==> config.mk <==
export PLATFORM = sky130hd
export DESIGN_NAME = multi_led_blink_controller
export DESIGN_NICKNAME = d
export VERILOG_FILES = /design/src/rtl/mlb_pkg.sv /design/src/rtl/multi_led_blink_controller.sv /design/src/rtl/mlb_led_unit.sv /design/src/rtl/mlb_led_store.sv
export VERILOG_INCLUDE_DIRS = /design/src /design/src/rtl
export SDC_FILE = /design/constraint.sdc
export NUM_CORES = 1
export LEC_CHECK = 0
export CORE_ASPECT_RATIO = 1.4
export CORE_MARGIN = 1.5
export CORE_UTILIZATION = 36
export CTS_CLUSTER_DIAMETER = 30
export DETAILED_ROUTE_END_ITERATION = 6
export DONT_BUFFER_PORTS = 1
export GPL_ROUTABILITY_DRIVEN = 0
export SYNTH_ARGS = -nofsm -noshare
export SYNTH_HDL_FRONTEND = slang
export SYNTH_SLANG_ARGS = --single-unit
export TNS_END_PERCENT = 1
==> constraint.sdc <==
create_clock -name clk -period 7.6 [get_ports clk]
set_input_delay 1.14 -clock clk [delete_from_list [all_inputs] [get_ports clk]]
set_output_delay 1.14 -clock clk [all_outputs]
set_load 0.02 [all_outputs]
==> src/rtl/assert_macros.svh <==
// Assertion macros shared by the LED blink controller RTL.
// Each macro expects clk and rst_n to be visible where it is used.
`ifndef ASSERT_MACROS_SVH
`define ASSERT_MACROS_SVH

// Property checked on every clock edge while out of reset.
`define ASSERT_CLK(label, prop, msg) \
    label: assert property (@(posedge clk) disable iff (!rst_n) (prop)) \
        else $error(msg);

// Consequent must hold in the cycle after the antecedent.
`define ASSERT_NEXT(label, ante, cons, msg) \
    label: assert property (@(posedge clk) disable iff (!rst_n) (ante) |=> (cons)) \
        else $error(msg);

`endif

==> src/rtl/mlb_pkg.sv <==
// Package for the multi-LED blink controller: sizes, codes, word types.
// No dependencies.
`default_nettype none

package mlb_pkg;

    localparam int LED_COUNT = 8;
    localparam int IDX_W     = (LED_COUNT > 1) ? $clog2(LED_COUNT) : 1;
    // LEDs that show up in the pin mask
    localparam int PIN_LEDS  = (LED_COUNT < 8) ? LED_COUNT : 8;

    typedef enum logic [1:0] {
        MODE_TICK  = 2'd0,
        MODE_SET   = 2'd1,
        MODE_FLASH = 2'd2,
        MODE_READ  = 2'd3
    } mode_t;

    // status / end action codes
    localparam logic [1:0] ST_OFF    = 2'd0;
    localparam logic [1:0] ST_ON     = 2'd1;
    localparam logic [1:0] ST_TOGGLE = 2'd2;

    // read result codes
    localparam logic [1:0] RD_OFF     = 2'd0;
    localparam logic [1:0] RD_ON      = 2'd1;
    localparam logic [1:0] RD_UNKNOWN = 2'd2;

    typedef struct packed {
        mode_t       mode;
        logic [7:0]  led_index;
        logic [1:0]  status_code;
        logic [15:0] period_ticks;
        logic [15:0] on_ticks;
        logic [7:0]  flash_count;
        logic [1:0]  final_status;
    } in_word_t;

    typedef struct packed {
        logic [7:0] pin_levels;
        logic [1:0] read_status;
    } out_word_t;

    // per-LED state; period != 0 means flashing
    typedef struct packed {
        logic [15:0] period;
        logic [15:0] on_time;
        logic [8:0]  flashes;   // 0 endless, else remaining + 1
        logic [15:0] counter;
        logic        lit;
        logic [1:0]  end_act;
    } led_entry_t;

    typedef enum logic [1:0] {
        S_IDLE,
        S_TICK,
        S_EXEC,
        S_DONE
    } seq_state_t;

    // apply a status action to a level; unknown codes leave it alone
    function automatic logic drive(input logic lit, input logic [1:0] action);
        logic res;
        case (action)
            ST_OFF:    res = 1'b0;
            ST_ON:     res = 1'b1;
            ST_TOGGLE: res = ~lit;
            default:   res = lit;
        endcase
        return res;
    endfunction

endpackage

`default_nettype wire

==> src/rtl/multi_led_blink_controller.sv <==
// Top level of the multi-LED blink controller: sequencer and result register.
// Depends on mlb_pkg, mlb_led_unit, mlb_led_store and assert_macros.svh.
`default_nettype none
`include "assert_macros.svh"

// Multi-LED blink controller. Each input word is a tick, a set-status, a
// start-flash or a status read; each returns one output word with the pin
// levels of LEDs 0..7 after the command and, for a read, the LED status.
// One update unit serves all LEDs: a tick walks the LEDs one per cycle
// through the tick state and then loads its result in the done state; set,
// flash and read pass through the exec state and then load the result in
// the done state. The input is stalled while a word is being worked on; the
// result register lets a new word start while the previous result waits to
// be taken, and a word that finishes while that result is still stalled
// holds in its last step until the register frees up.
module multi_led_blink_controller (
    input  wire                clk,
    input  wire                rst_n,
    input  wire                in_valid,
    output logic               in_stall,
    input  mlb_pkg::in_word_t  in_word,
    output logic               out_valid,
    input  wire                out_stall,
    output mlb_pkg::out_word_t out_word
);
    import mlb_pkg::*;

    localparam logic [IDX_W-1:0] LAST_IDX = IDX_W'(LED_COUNT - 1);

    seq_state_t       state_reg, state_next;
    logic [IDX_W-1:0] idx_reg, idx_next;
    in_word_t         cmd_reg, cmd_next;
    logic [1:0]       rd_reg, rd_next;
    out_word_t        out_word_reg, out_word_next;
    logic             out_valid_reg, out_valid_next;

    logic             st_we;
    led_entry_t       st_rdata;
    led_entry_t       st_wdata;
    logic [LED_COUNT-1:0] lit_all;
    logic [7:0]       pins;
    logic             in_range;

    mlb_led_store u_store (
        .clk     (clk),
        .rst_n   (rst_n),
        .we      (st_we),
        .addr    (idx_reg),
        .wdata   (st_wdata),
        .rdata   (st_rdata),
        .lit_all (lit_all)
    );

    mlb_led_unit u_unit (
        .mode (cmd_reg.mode),
        .cmd  (cmd_reg),
        .cur  (st_rdata),
        .nxt  (st_wdata)
    );

    // pin mask covers the first eight LEDs only
    always_comb
    begin
        pins = 8'd0;
        for (int i = 0; i < PIN_LEDS; i++)
        begin
            pins[i] = lit_all[i];
        end
    end

    assign in_range  = (cmd_reg.led_index < 8'(LED_COUNT));
    assign in_stall  = (state_reg != S_IDLE);
    assign out_valid = out_valid_reg;
    assign out_word  = out_word_reg;

    // sequencer: next state and store control
    always_comb
    begin
        state_next     = state_reg;
        idx_next       = idx_reg;
        cmd_next       = cmd_reg;
        rd_next        = rd_reg;
        out_word_next  = out_word_reg;
        out_valid_next = out_valid_reg && out_stall;
        st_we          = 1'b0;
        case (state_reg)
            S_IDLE:
            begin
                if (in_valid)
                begin
                    cmd_next = in_word;
                    rd_next  = RD_OFF;
                    if (in_word.mode == MODE_TICK)
                    begin
                        idx_next   = '0;
                        state_next = S_TICK;
                    end
                    else
                    begin
                        idx_next   = in_word.led_index[IDX_W-1:0];
                        state_next = S_EXEC;
                    end
                end
            end
            S_TICK:
            begin
                st_we = 1'b1;
                if (idx_reg == LAST_IDX)
                begin
                    state_next = S_DONE;
                end
                else
                begin
                    idx_next = idx_reg + 1'b1;
                end
            end
            S_EXEC:
            begin
                st_we = in_range && (cmd_reg.mode != MODE_READ);
                if (cmd_reg.mode == MODE_READ)
                begin
                    if (!in_range)
                        rd_next = RD_UNKNOWN;
                    else
                        rd_next = st_rdata.lit ? RD_ON : RD_OFF;
                end
                state_next = S_DONE;
            end
            S_DONE:
            begin
                if (!out_valid_reg || !out_stall)
                begin
                    out_word_next.pin_levels  = pins;
                    out_word_next.read_status = rd_reg;
                    out_valid_next            = 1'b1;
                    state_next                = S_IDLE;
                end
            end
            default:
            begin
                state_next = S_IDLE;
            end
        endcase
    end

    // control registers
    always_ff @(posedge clk or negedge rst_n)
    begin
        if (!rst_n)
        begin
            state_reg     <= S_IDLE;
            idx_reg       <= '0;
            out_valid_reg <= 1'b0;
        end
        else
        begin
            state_reg     <= state_next;
            idx_reg       <= idx_next;
            out_valid_reg <= out_valid_next;
        end
    end

    // payload registers
    always_ff @(posedge clk)
    begin
        cmd_reg      <= cmd_next;
        rd_reg       <= rd_next;
        out_word_reg <= out_word_next;
    end

    // checks
    `ASSERT_CLK(a_tick_idx_range, (state_reg != S_TICK) || (idx_reg <= LAST_IDX), "tick index past last LED")
    `ASSERT_NEXT(a_tick_ends, (state_reg == S_TICK) && (idx_reg == LAST_IDX), state_reg == S_DONE, "tick walk did not finish")
    `ASSERT_NEXT(a_accept_leaves_idle, in_valid && !in_stall, (state_reg == S_TICK) || (state_reg == S_EXEC), "accepted word not started")
    `ASSERT_NEXT(a_result_from_done, !out_valid_reg && (state_reg != S_DONE), !out_valid_reg, "result loaded outside done state")

endmodule

`default_nettype wire

==> src/rtl/mlb_led_unit.sv <==
// Shared per-LED update unit: next state of one LED for any command word.
// Depends on mlb_pkg.
`default_nettype none

module mlb_led_unit (
    input  mlb_pkg::mode_t      mode,
    input  mlb_pkg::in_word_t   cmd,
    input  mlb_pkg::led_entry_t cur,
    output mlb_pkg::led_entry_t nxt
);
    import mlb_pkg::*;

    logic [15:0] cnt_inc;
    logic [8:0]  fl_dec;
    logic [8:0]  fl_start;

    assign cnt_inc  = cur.counter + 16'd1;
    assign fl_dec   = cur.flashes - 9'd1;
    assign fl_start = (cmd.flash_count != 8'd0) ? ({1'b0, cmd.flash_count} + 9'd1) : 9'd0;

    always_comb
    begin
        nxt = cur;
        case (mode)
            // one tick step for a flashing LED
            MODE_TICK:
            begin
                if (cur.period != 16'd0)
                begin
                    nxt.counter = cnt_inc;
                    if (cnt_inc == cur.on_time)
                    begin
                        nxt.lit = 1'b0;
                    end
                    else if (cnt_inc >= cur.period)
                    begin
                        if (cur.flashes == 9'd0)
                        begin
                            nxt.counter = 16'd0;
                            nxt.lit     = 1'b1;
                        end
                        else
                        begin
                            nxt.flashes = fl_dec;
                            if (fl_dec == 9'd1)
                            begin
                                nxt.period  = 16'd0;
                                nxt.on_time = 16'd0;
                                nxt.lit     = drive(cur.lit, cur.end_act);
                            end
                            else
                            begin
                                nxt.counter = 16'd0;
                                nxt.lit     = 1'b1;
                            end
                        end
                    end
                end
            end
            // stop flashing, apply level
            MODE_SET:
            begin
                nxt.period = 16'd0;
                nxt.lit    = drive(cur.lit, cmd.status_code);
            end
            // start a flash, or settle to steady off / on
            MODE_FLASH:
            begin
                nxt.counter = 16'd0;
                nxt.period  = 16'd0;
                nxt.on_time = 16'd0;
                nxt.flashes = 9'd0;
                if (cmd.on_ticks == 16'd0)
                begin
                    nxt.lit = 1'b0;
                end
                else if (cmd.on_ticks >= cmd.period_ticks)
                begin
                    nxt.lit = 1'b1;
                end
                else
                begin
                    nxt.flashes = fl_start;
                    nxt.on_time = cmd.on_ticks;
                    nxt.end_act = cmd.final_status;
                    nxt.period  = cmd.period_ticks;
                    nxt.lit     = 1'b1;
                end
            end
            default:
            begin
                nxt = cur;
            end
        endcase
    end

endmodule

`default_nettype wire

==> src/rtl/mlb_led_store.sv <==
// LED state store: one entry per LED, one write and one read port on a shared
// address, plus the level of every LED. Depends on mlb_pkg.
`default_nettype none

module mlb_led_store (
    input  wire                         clk,
    input  wire                         rst_n,
    input  wire                         we,
    input  wire  [mlb_pkg::IDX_W-1:0]   addr,
    input  mlb_pkg::led_entry_t         wdata,
    output mlb_pkg::led_entry_t         rdata,
    output logic [mlb_pkg::LED_COUNT-1:0] lit_all
);
    import mlb_pkg::*;

    led_entry_t entries_reg [LED_COUNT];

    // entry update; reset leaves every LED off and steady
    always_ff @(posedge clk or negedge rst_n)
    begin
        if (!rst_n)
        begin
            for (int i = 0; i < LED_COUNT; i++)
            begin
                entries_reg[i] <= '0;
            end
        end
        else if (we)
        begin
            entries_reg[addr] <= wdata;
        end
    end

    assign rdata = entries_reg[addr];

    // level of every LED
    always_comb
    begin
        for (int i = 0; i < LED_COUNT; i++)
        begin
            lit_all[i] = entries_reg[i].lit;
        end
    end

endmodule

`default_nettype wire

# After elaboration in Yosys (flattened, before gate mapping)
# Cells that the tools add are included.
[word_totals] ff_bits=552 latch_bits=0 ram_bits=0 mem_bits_ro=0 out_inout_bits=12 word_cells=158 mem_count=0
[classes] add_sub_neg=4 n_mul=0 n_div=0 n_lt_le_gt_ge=5 eq_ne=19 shift=0 n_mux=44 bitwise=2 reduce_logical=23
[op_table] operator="bitwise mux 480 bit" n=1
[op_table] operator="binary-select mux 60 bit (select 3 bit)" n=1
[op_table] operator="demux 60 bit (select 3 bit)" n=1
[op_table] operator="2-to-1 mux 60 bit" n=3
[op_table] operator="2-to-1 mux 41 bit" n=3
[op_table] operator="2-to-1 mux 58 bit" n=2
[op_table] operator="one-hot mux 41 bit (2 select lines)" n=1
[op_table] operator="2-to-1 mux 57 bit" n=1
[op_table] operator="one-hot mux 16 bit (3 select lines)" n=1
[op_table] operator="greater-or-equal comparator 16 bit" n=2
[op_table] operator="2-to-1 mux 32 bit" n=1
[op_table] operator="2-to-1 mux 2 bit" n=10
[op_table] operator="2-to-1 mux 17 bit" n=1
[op_table] operator="adder 16 x 1 -> 16 bit (second input constant)" n=1
[op_table] operator="== test 16 bit" n=1
[op_table] operator="zero test 16 bit" n=1
[op_table] operator="2-to-1 mux 16 bit" n=1
[op_table] operator="nonzero test 16 bit" n=1
[op_table] operator="== test 2 bit (second input constant)" n=6
[op_table] operator="!= test 2 bit (second input constant)" n=6
[op_table] operator="zero test 2 bit" n=5
[op_table] operator="adder 8 x 1 -> 9 bit (second input constant)" n=1
[op_table] operator="== test 9 x 1 -> 1 bit (second input constant)" n=1
[op_table] operator="zero test 9 bit" n=1
[op_table] operator="other kinds (24)" n=44

# Longest topological paths before layout
# Gate-level depths: netlist (run 1).
[depth] ltp_word=13 ltp_mapped=30 depth_no_buf=21

# Hierarchy
# A second synthesis (run 1) with hierarchy kept.
[unflattened] cells_unflattened=2031 hier_area_um2=27181.1
[modules_own_cells] mod="mlb_led_store" instances=1 cells_per_inst=1518 area_each_um2=21834.7
[modules_own_cells] mod="mlb_led_unit" instances=1 cells_per_inst=396 area_each_um2=2866.5
[modules_own_cells] mod="multi_led_blink_controller" instances=1 cells_per_inst=117 area_each_um2=2479.9

# Worst setup path before layout (run 1)
# OpenSTA, ideal clock, no wires.
[synth_timing] path_kind="reg-to-reg" from="reg idx_reg[1]" to="reg u_store.entries_reg[202] in the netlist's numbering" setup_ps=140 arrival_ps=5149 required_time_ps=7460 path_slack_ps=2311 stages_incl_launch_ff=29 period_less_slack_ps=5289 path_cell_list="dfrtp_1 -> buf_6 -> buf_8 -> buf_6 -> buf_6 -> buf_6 -> buf_6 -> buf_6 -> buf_4 -> mux2i_1 -> nand2_1 -> nand2_1 -> ha_1 -> inv_1 -> a211oi_4 -> nand2_1 -> nor3_1 -> xnor2_1 -> ha_1 -> a21o_1 -> a21o_1 -> a21oi_1 -> o21ai_0 -> a21oi_1 -> nor2_2 -> and2_4 -> nor3b_2 -> a311oi_2 -> o21ai_1"
[synth_between] elab_chain_len=11 elab_cells_between_ends=21 classes_between="add/sub (2); order compare (3); eq/ne (1); mux (11); bitwise (1); reduce/logical (3)"
[synth_rtl] element="start: declaration" line="multi_led_blink_controller.sv:31" rtl="logic [IDX_W-1:0] idx_reg, idx_next;"
[synth_rtl] element="start signal: assignment" line="multi_led_blink_controller.sv:158" rtl="idx_reg <= idx_next;"
[synth_rtl] element="inverter 3 -> 4 bit (implied by the code) (*)" line="mlb_led_store.sv:30, mlb_led_store.sv:34"
[synth_rtl] element="binary-select mux 60 bit (select 3 bit)" line="mlb_led_store.sv:34" rtl="assign rdata = entries_reg[addr];"
[synth_rtl] element="2-to-1 mux 60 bit (implied by the code) (2 in series)" line="mlb_led_store.sv:34"
[synth_rtl] element="adder 16 x 1 -> 16 bit, or another cell as far along" line="mlb_led_unit.sv:17" rtl="assign cnt_inc = cur.counter + 16'd1;"
[synth_rtl] element="greater-or-equal comparator 16 bit / 2-to-1 mux 41 bit (equally long branches)" line="mlb_led_unit.sv:35, mlb_led_unit.sv:37"
[synth_rtl] element="2-to-1 mux 58 bit" line="mlb_led_unit.sv:35" rtl="else if (cnt_inc >= cur.period)"
[synth_rtl] element="2-to-1 mux 57 bit" line="mlb_led_unit.sv:31" rtl="if (cnt_inc == cur.on_time)"
[synth_rtl] element="2-to-1 mux 58 bit" line="mlb_led_unit.sv:28" rtl="if (cur.period != 16'd0)"
[synth_rtl] element="one-hot mux 41 bit (2 select lines)" line="mlb_led_unit.sv:24" rtl="case (mode)"
[synth_rtl] element="bitwise mux 480 bit (*)" line="mlb_led_store.sv:30" rtl="entries_reg[addr] <= wdata;"
[synth_rtl] element="end signal: indexed assignment" line="mlb_led_store.sv:30"
[synth_rtl] element="end: declaration" line="mlb_led_store.sv:16" rtl="led_entry_t entries_reg [LED_COUNT];"
# Every way passes the cells marked *; elsewhere a longest branch is shown, timed or not. The select of a mux whose other input is x is not followed.
# A chain may end at the register's enable or synchronous reset.

# Worst setup path after layout (run 1)
[layout_timing] from="reg idx_reg[1]" to="reg u_store.entries_reg[392] in the netlist's numbering"
[layout_between] elab_chain_len=13 elab_cells_between_ends=23 classes_between="add/sub (2); order compare (3); eq/ne (2); mux (12); bitwise (1); reduce/logical (3)"
[layout_rtl] element="inverter 3 -> 4 bit (implied by the code) (*)" line="mlb_led_store.sv:30, mlb_led_store.sv:34"
[layout_rtl] element="parallel branches: the longest is 11 deep, another holds adder 16 x 1 -> 16 bit"
[layout_rtl] element="bitwise mux 480 bit (*)" line="mlb_led_store.sv:30"
# Mark *: on every way between the ends. The select of a mux whose other input is x is not followed.

==> results.json, run 1 <==
{
  "clock.fmax_mhz": 156,
  "cts_tree": "done",
  "wl_per_cell_um": 26.6,
  "clk_pin_slew_ns": 0.05,
  "cts-resized-gates": 0,
  "synthDominantCellAreaShare_pct": 42.9,
  "clock_latency_ns": 0.68,
  "synth_commonest_cells": "dfrtp_1, nand2_1, a221o_1",
  "clock_skew_ns": 0.0414,
  "ir_drop_mv": 0.296,
  "synth_warnings": 0,
  "ios": 70,
  "core-area_sq_um": 78000,
  "crit_type": "flop to flop",
  "die_area_sq_um": 80500,
  "cap_violations": 0,
  "cts_hold_buf": 0,
  "final_nets": 2569,
  "rr_worst_depth": 13,
  "p_sw_mw": 5.56,
  "syn_nets": 2616,
  "powerDensity_nw_per_um2": 439,
  "largest_reg_flops": 472,
  "cts.sinks": 549,
  "synth.distinct_cells": 95,
  "crit_chain": "buf_12 -> buf_4 -> and2_0 -> a22oi_1 -> o2bb2ai_1 -> xor2_1 -> xor2_1 -> or3_1 -> a21o_1 -> o311ai_1 -> a21o_1 -> nand2_1 -> o211ai_1",
  "grt_pass1_vias": 23000,
  "post_cts_buffers": 0,
  "cts-root-buf": "clkbuf_16",
  "crit_cells": 13,
  "track_usage_pct": 23.9,
  "grt_max_degree": 487,
  "worst_setup_path_end_kind": "flop",
  "die_x_um": 240,
  "first_pass_iters": 7,
  "dominantRegCellSynth": "dfrtp_1",
  "outcome": "complete, but fails checks",
  "cp-start-kind": "flop",
  "synth_area_per_cell_sq_um": 11.3,
  "syn_to_final_growth_pct": 17.2,
  "slew_violations": 162,
  "cp_top_family": "compound AO/OA/AOI/OAI gates",
  "holdWs_ns": 0.216,
  "swShare_pct": 38.1,
  "cts_max_level": 3,
  "wirelength_um": 95900,
  "grt-ovfl-total": 0,
  "p_clk_share_pct": 34.0,
  "syn_area_sq_um": 28400,
  "vias": 22300,
  "slew-limit-headroom_pct": -15.3,
  "viasPerCell": 6.18,
  "ant_nets": 0,
  "synth_edf_count": 63,
  "power_frac_comb_pct": 35.3,
  "drc_errors": 1,
  "worst_ep_required_time_ns": 8.16,
  "critPathMaxFanout": 41,
  "rsz0062_at_grt": "no",
  "die_y_um": 335,
  "cp_num_buf_inv": 2,
  "ys_seq_area_share_pct": 49.5,
  "grt_pass1_wl_um": 146000,
  "antenna_found_initial": 1,
  "rows": 121,
  "slowest_delay_ns": 0.96,
  "drive_above_1_share_pct": 20.9,
  "period_share_pct": 84.3,
  "tightest_slew_ns": 1.73,
  "finalSetupViolCount": 0,
  "synthArstFlopShare_pct": 88.5,
  "violations": "DRC, slew limit",
  "setup-tns-final_ns": 0,
  "drt_iter0_markers": 2471,
  "critPathArrivalTime_ns": 6.97,
  "final_util_pct": 42.6,
  "syn_inst": 2514,
  "r2r_end": "u_store.entries_reg[392]$_DFFE_PN0P_",
  "internal_power_mw": 9.05,
  "hold_viol": 0,
  "initial_core_util_pct": 36.4,
  "ys_ff_latch": 549,
  "pwr-share-seq_pct": 30.7,
  "synth.largest_area_cell": "dfrtp_1",
  "cts_buffer_depth": 3,
  "cts_buffers": 106,
  "portBuffers": 0,
  "fillerInstances": 7161,
  "p_leak_nw": 14.3,
  "fin_crit_ns": 6.41,
  "crit_slowest_cell": "dfrtp_4",
  "yosys-top-cells-area": "dfrtp_1, edfxtp_1, a221o_1",
  "hold_class": "input port to asynchronous set/reset pin",
  "reg2reg_slack_ns": 1.19,
  "hpwl_um": 58400,
  "yosysMostFrequentCell": "dfrtp_1",
  "r2r_start": "idx_reg[1]$_DFFE_PN0P_"
}
-- layer usage --
layer | GRT usage [%] | vias to the layer above | share of wire, %
met4 | 13.9 | 0 | 5.8
met2 | 38.7 | 1189 | 47
met3 | 4.16 | 319 | 7.4
met5 | 0 | - | 0
met1 | 30.0 | 11300 | 39
li1 | - | 9489 | -
-- how the worst max path moves through the flow --
stage	start	endpoint	slack [ns]
after global placement	idx_reg[1]$_DFFE_PN0P_	u_store.entries_reg[450]$_DFFE_PN0P_	1.41
final	idx_reg[1]$_DFFE_PN0P_	u_store.entries_reg[392]$_DFFE_PN0P_	1.19
after global routing	idx_reg[1]$_DFFE_PN0P_	u_store.entries_reg[54]$_DFFE_PN0P_	0.80
after CTS	idx_reg[1]$_DFFE_PN0P_	u_store.entries_reg[94]$_DFFE_PN0P_	1.31
after detailed placement	idx_reg[1]$_DFFE_PN0P_	u_store.entries_reg[458]$_DFFE_PN0P_	1.32
after floorplan	idx_reg[1]$_DFFE_PN0P_	u_store.entries_reg[202]$_DFFE_PN0P_	2.31
-- layout by cell type, fill, tap and decap left out, types with 44 or more instances in the layout --
| cell type | instances |
|---|---|
| dfrtp_1 | 483 |
| nand2_1 | 266 |
| a221o_1 | 171 |
| nor3_1 | 143 |
| mux2_2 | 134 |
| clkbuf_16 | 112 |
| nor2_1 | 89 |
| o21ai_1 | 77 |
| mux2i_1 | 65 |
| o21ai_0 | 64 |
| buf_4 | 64 |
| mux4_2 | 63 |
| edfxtp_1 | 63 |
| o211ai_1 | 49 |
| a21oi_1 | 46 |
| ha_1 | 44 |
-- stage by stage --
step / instances / power, mW / setup WS (ns) / area, sq um
after floorplan: 2514 / 7.86 / 2.31 / 28400
after global placement: 3404 / 9.39 / 1.41 / 29400
after detailed placement: 3404 / 9.54 / 1.32 / 29400
after CTS: 3606 / 14.6 / 1.31 / 33200
after global routing: 3607 / 15.2 / 0.798 / 33200
final: 3608 / 14.6 / 1.19 / 33300
-- kinds of logic (layout without fill, tap and decap cells) --
group | count (synthesis) | after routing | synth area share [%]
XOR/XNOR | 40 | 40 | 1.57
adder cells (fa/ha/maj) | 44 | 44 | 1.94
AND/OR/NAND/NOR | 707 | 707 | 11.7
AO/OA/AOI/OAI | 637 | 637 | 17.8
flip-flops | 549 | 549 | 49.5
multiplexers | 277 | 277 | 13.3
buffers and inverters | 260 | 307 | 4.11
other | 0 | 2 | 0
-- power by group through the flow --
stage                     combinational [mW]  sequential, mW  clock (mW)
after floorplan                         3.76            4.10           0
after global placement                  4.94            4.45           0
after detailed placement                5.05            4.49           0
after CTS                               5.07            4.46        5.03
after global routing                    5.47            4.57        5.19
final                                   5.16            4.48        4.97
-- area by class of cell --
| cell class | count | area (sq um) | share of cell area (%) |
|---|---|---|---|
| Timing Repair Buffer | 68 | 561 | 1.69 |
| Multi-Input combinational cell | 1705 | 13300 | 40.1 |
| Inverter | 37 | 139 | 0.418 |
| Antenna cell | 2 | 5.00 | 0.0151 |
| Sequential cell | 549 | 14100 | 42.3 |
| Tap cell | 1045 | 1310 | 3.93 |
| Clock buffer | 125 | 2910 | 8.76 |
| Clock inverter | 77 | 923 | 2.78 |
(Power assumes the default switching activity.)
==> inputs of run 2 (changes only) <==
clock period = 5.9 ns   (was 7.6 ns; I/O delays follow)
==> run 2 against run 1 <==
The flow finishes with violations (slew limit). Hold slack lost 0.16 ns. Utilization grew 0.90 points. Global-route usage grew 0.26 points. Count of clock-buffer cells in the layout grew 14. Setup slack lost 0.86 ns. Cell count grew 2.0%. Die area is the same. Combinational power grew 37%. Flip-flop and latch count is the same. Critical path depth grew 5. Power grew 32%. Via count grew 2.2%. Critical endpoint is now u_store.entries_reg[405]$_DFFE_PN0P_. Largest cell class unchanged.
==> results.json, run 2 (same netlist as run 1, synthesis figures left out) <==
{
  "met3_usage_pct": 5.24,
  "violations": "slew limit",
  "most-common-layout-cells": "dfrtp_1, nand2_1, a221o_1, nor3_1, mux2_2",
  "drive_above_1_share_pct": 22.8,
  "clock_skew_ns": 0.0312,
  "viasPerCell": 6.19,
  "antenna_found_initial": 2,
  "cts_tree": "done",
  "powerDensity_nw_per_um2": 569,
  "reg2reg_slack_ns": 0.33,
  "power_mw": 19.3,
  "setup-tns-final_ns": 0,
  "die_area_sq_um": 80500,
  "cts_max_level": 3,
  "slew-limit-headroom_pct": -49.4,
  "first_pass_iters": 6,
  "cts_buffer_depth": 3,
  "slew_violations": 228,
  "crit_chain": "buf_4 -> buf_4 -> mux2i_1 -> mux4_2 -> nand3_1 -> inv_1 -> ha_1 -> inv_1 -> o21ai_0 -> a21oi_1 -> o21ai_1 -> a2111oi_4 -> o311ai_1 -> a21boi_4 -> buf_12 -> buf_4 -> nor3_1 -> a221o_1",
  "met2_usage_pct": 38.4,
  "core-area_sq_um": 78000,
  "cts-root-buf": "clkbuf_16",
  "cts.sinks": 549,
  "hold_viol": 0,
  "rsz0062_at_grt": "no",
  "cp-start-kind": "flop",
  "period_share_pct": 94.5,
  "initial_core_util_pct": 36.4,
  "worst_ep_required_time_ns": 6.45,
  "ant_nets": 0,
  "grt-ovfl-total": 0,
  "critPathMaxFanout": 54,
  "grt_pass1_wl_um": 146000,
  "grt_max_degree": 487,
  "multi_input_area_sq_um": 13300,
  "r2r_start": "idx_reg[2]$_DFFE_PN0P_",
  "crit_start": "idx_reg[2]$_DFFE_PN0P_",
  "largest_reg_flops": 472,
  "vias": 22800,
  "cpMostUsedCell": "buf_4",
  "finalSetupViolCount": 0,
  "p_leak_nw": 14.7,
  "use_met1_pct": 30.4,
  "fin_crit_ns": 5.57,
  "portBuffers": 0,
  "grt_pass1_vias": 23100,
  "crit_slowest_cell": "dfrtp_4",
  "final_nets": 2642,
  "wl_per_cell_um": 26.8,
  "ios": 70,
  "clk_pin_slew_ns": 0.05,
  "hold_class": "input port to asynchronous set/reset pin",
  "clock_latency_ns": 0.68,
  "tightest_slew_ns": 2.24,
  "crit_type": "flop to flop",
  "die_y_um": 335,
  "seqCellArea_sq_um": 14100,
  "track_usage_pct": 24.2,
  "cap_violations": 0,
  "cts_buffers": 111,
  "rows": 121,
  "wirelength_um": 98600,
  "syn_to_final_growth_pct": 19.6,
  "layout.cells.most_common": "dfrtp_1",
  "hpwl_um": 59800,
  "worst_setup_path_end_kind": "flop",
  "ir_drop_mv": 0.472,
  "clock.fmax_mhz": 179,
  "grt_busiest_layer": "met2",
  "drc_errors": 0,
  "slowest_delay_ns": 0.69,
  "outcome": "complete, but fails checks",
  "die_x_um": 240,
  "drt_iter0_markers": 2822,
  "critPathArrivalTime_ns": 6.12,
  "fillerInstances": 7143
}
run 2: cell types whose count changed in the layout (fill, tap and decap cells not counted), moves of 3 or more:
cell	previous run	this run
clkbuf_8	6	13
buf_16	0	3
clkinv_1	7	0
dlygate4sd3_1	0	7
clkbuf_1	7	12
buf_4	64	121
run 2: worst max-delay path, delay by kind of cell, from the launching register on:
family | cells | cell delay [ns]
AO/OA/AOI/OAI | 7 | 2.01
buffers and inverters | 6 | 1.62
flip-flops | 1 | 0.69
multiplexers | 2 | 0.59
AND/OR/NAND/NOR | 2 | 0.25
adder cells (fa/ha/maj) | 1 | 0.24
run 2: layout make-up:
type	count	share of cell area, %
antenna	1	0.00737
clock buffer	139	9.06
clock inverter	68	2.53
inverter	37	0.409
multi-input combinational	1705	39.3
sequential	549	41.4
tap	1045	3.85
timing repair buffer	136	3.42
run 2: metal layers:
| metal | part of all wire, % | vias up |
|---|---|---|
| met2 | 47 | 1268 |
| met5 | 0.015 | - |
| met1 | 39 | 11600 |
| li1 | - | 9605 |
| met4 | 5.6 | 2 |
| met3 | 8.4 | 319 |
run 2: final timing paths:
| check | to | depth (start not counted) |
|---|---|---|
| worst min register to register | out_word[1]$_DFFE_PP_ | 0 |
| max in group asynchronous | u_store.entries_reg[271]$_DFFE_PN0P_ | 0 |
| worst max-delay path | u_store.entries_reg[405]$_DFFE_PN0P_ | 18 |
| min in group clk | cmd_reg[20]$_DFFE_PP_ | 0 |
| worst min-delay path | u_store.entries_reg[44]$_DFFE_PN0P_ | 0 |
| worst max register to register | u_store.entries_reg[405]$_DFFE_PN0P_ | 18 |
run 2: what timing repair did:
action	CTS	global route
gates resized for setup	0	1
setup buffers	0	1
setup endpoints to repair	0	72
hold endpoints to repair	486	85
run 2: power by group:
group	internal, mW	leakage [nW]	total [mW]	switching [mW]
clock	4.39	1.90	6.56	2.17
combinational	2.76	5.52	7.09	4.33
sequential	4.87	7.24	5.68	0.819
run 2: stage by stage:
step	hold slack, ns	cells	instance area [sq um]	setup slack, ns	utilization [%]
detailed placement	0.431	3462	29900	0.359	38.3
CTS	-0.0895	3669	33800	0.331	43.3
finish	0.0569	3680	34000	0.327	43.5
global placement	0.441	3462	29900	0.407	38.3
global route	0.00108	3679	33900	0.0709	43.5
floorplan	0.400	2514	28400	0.611	-
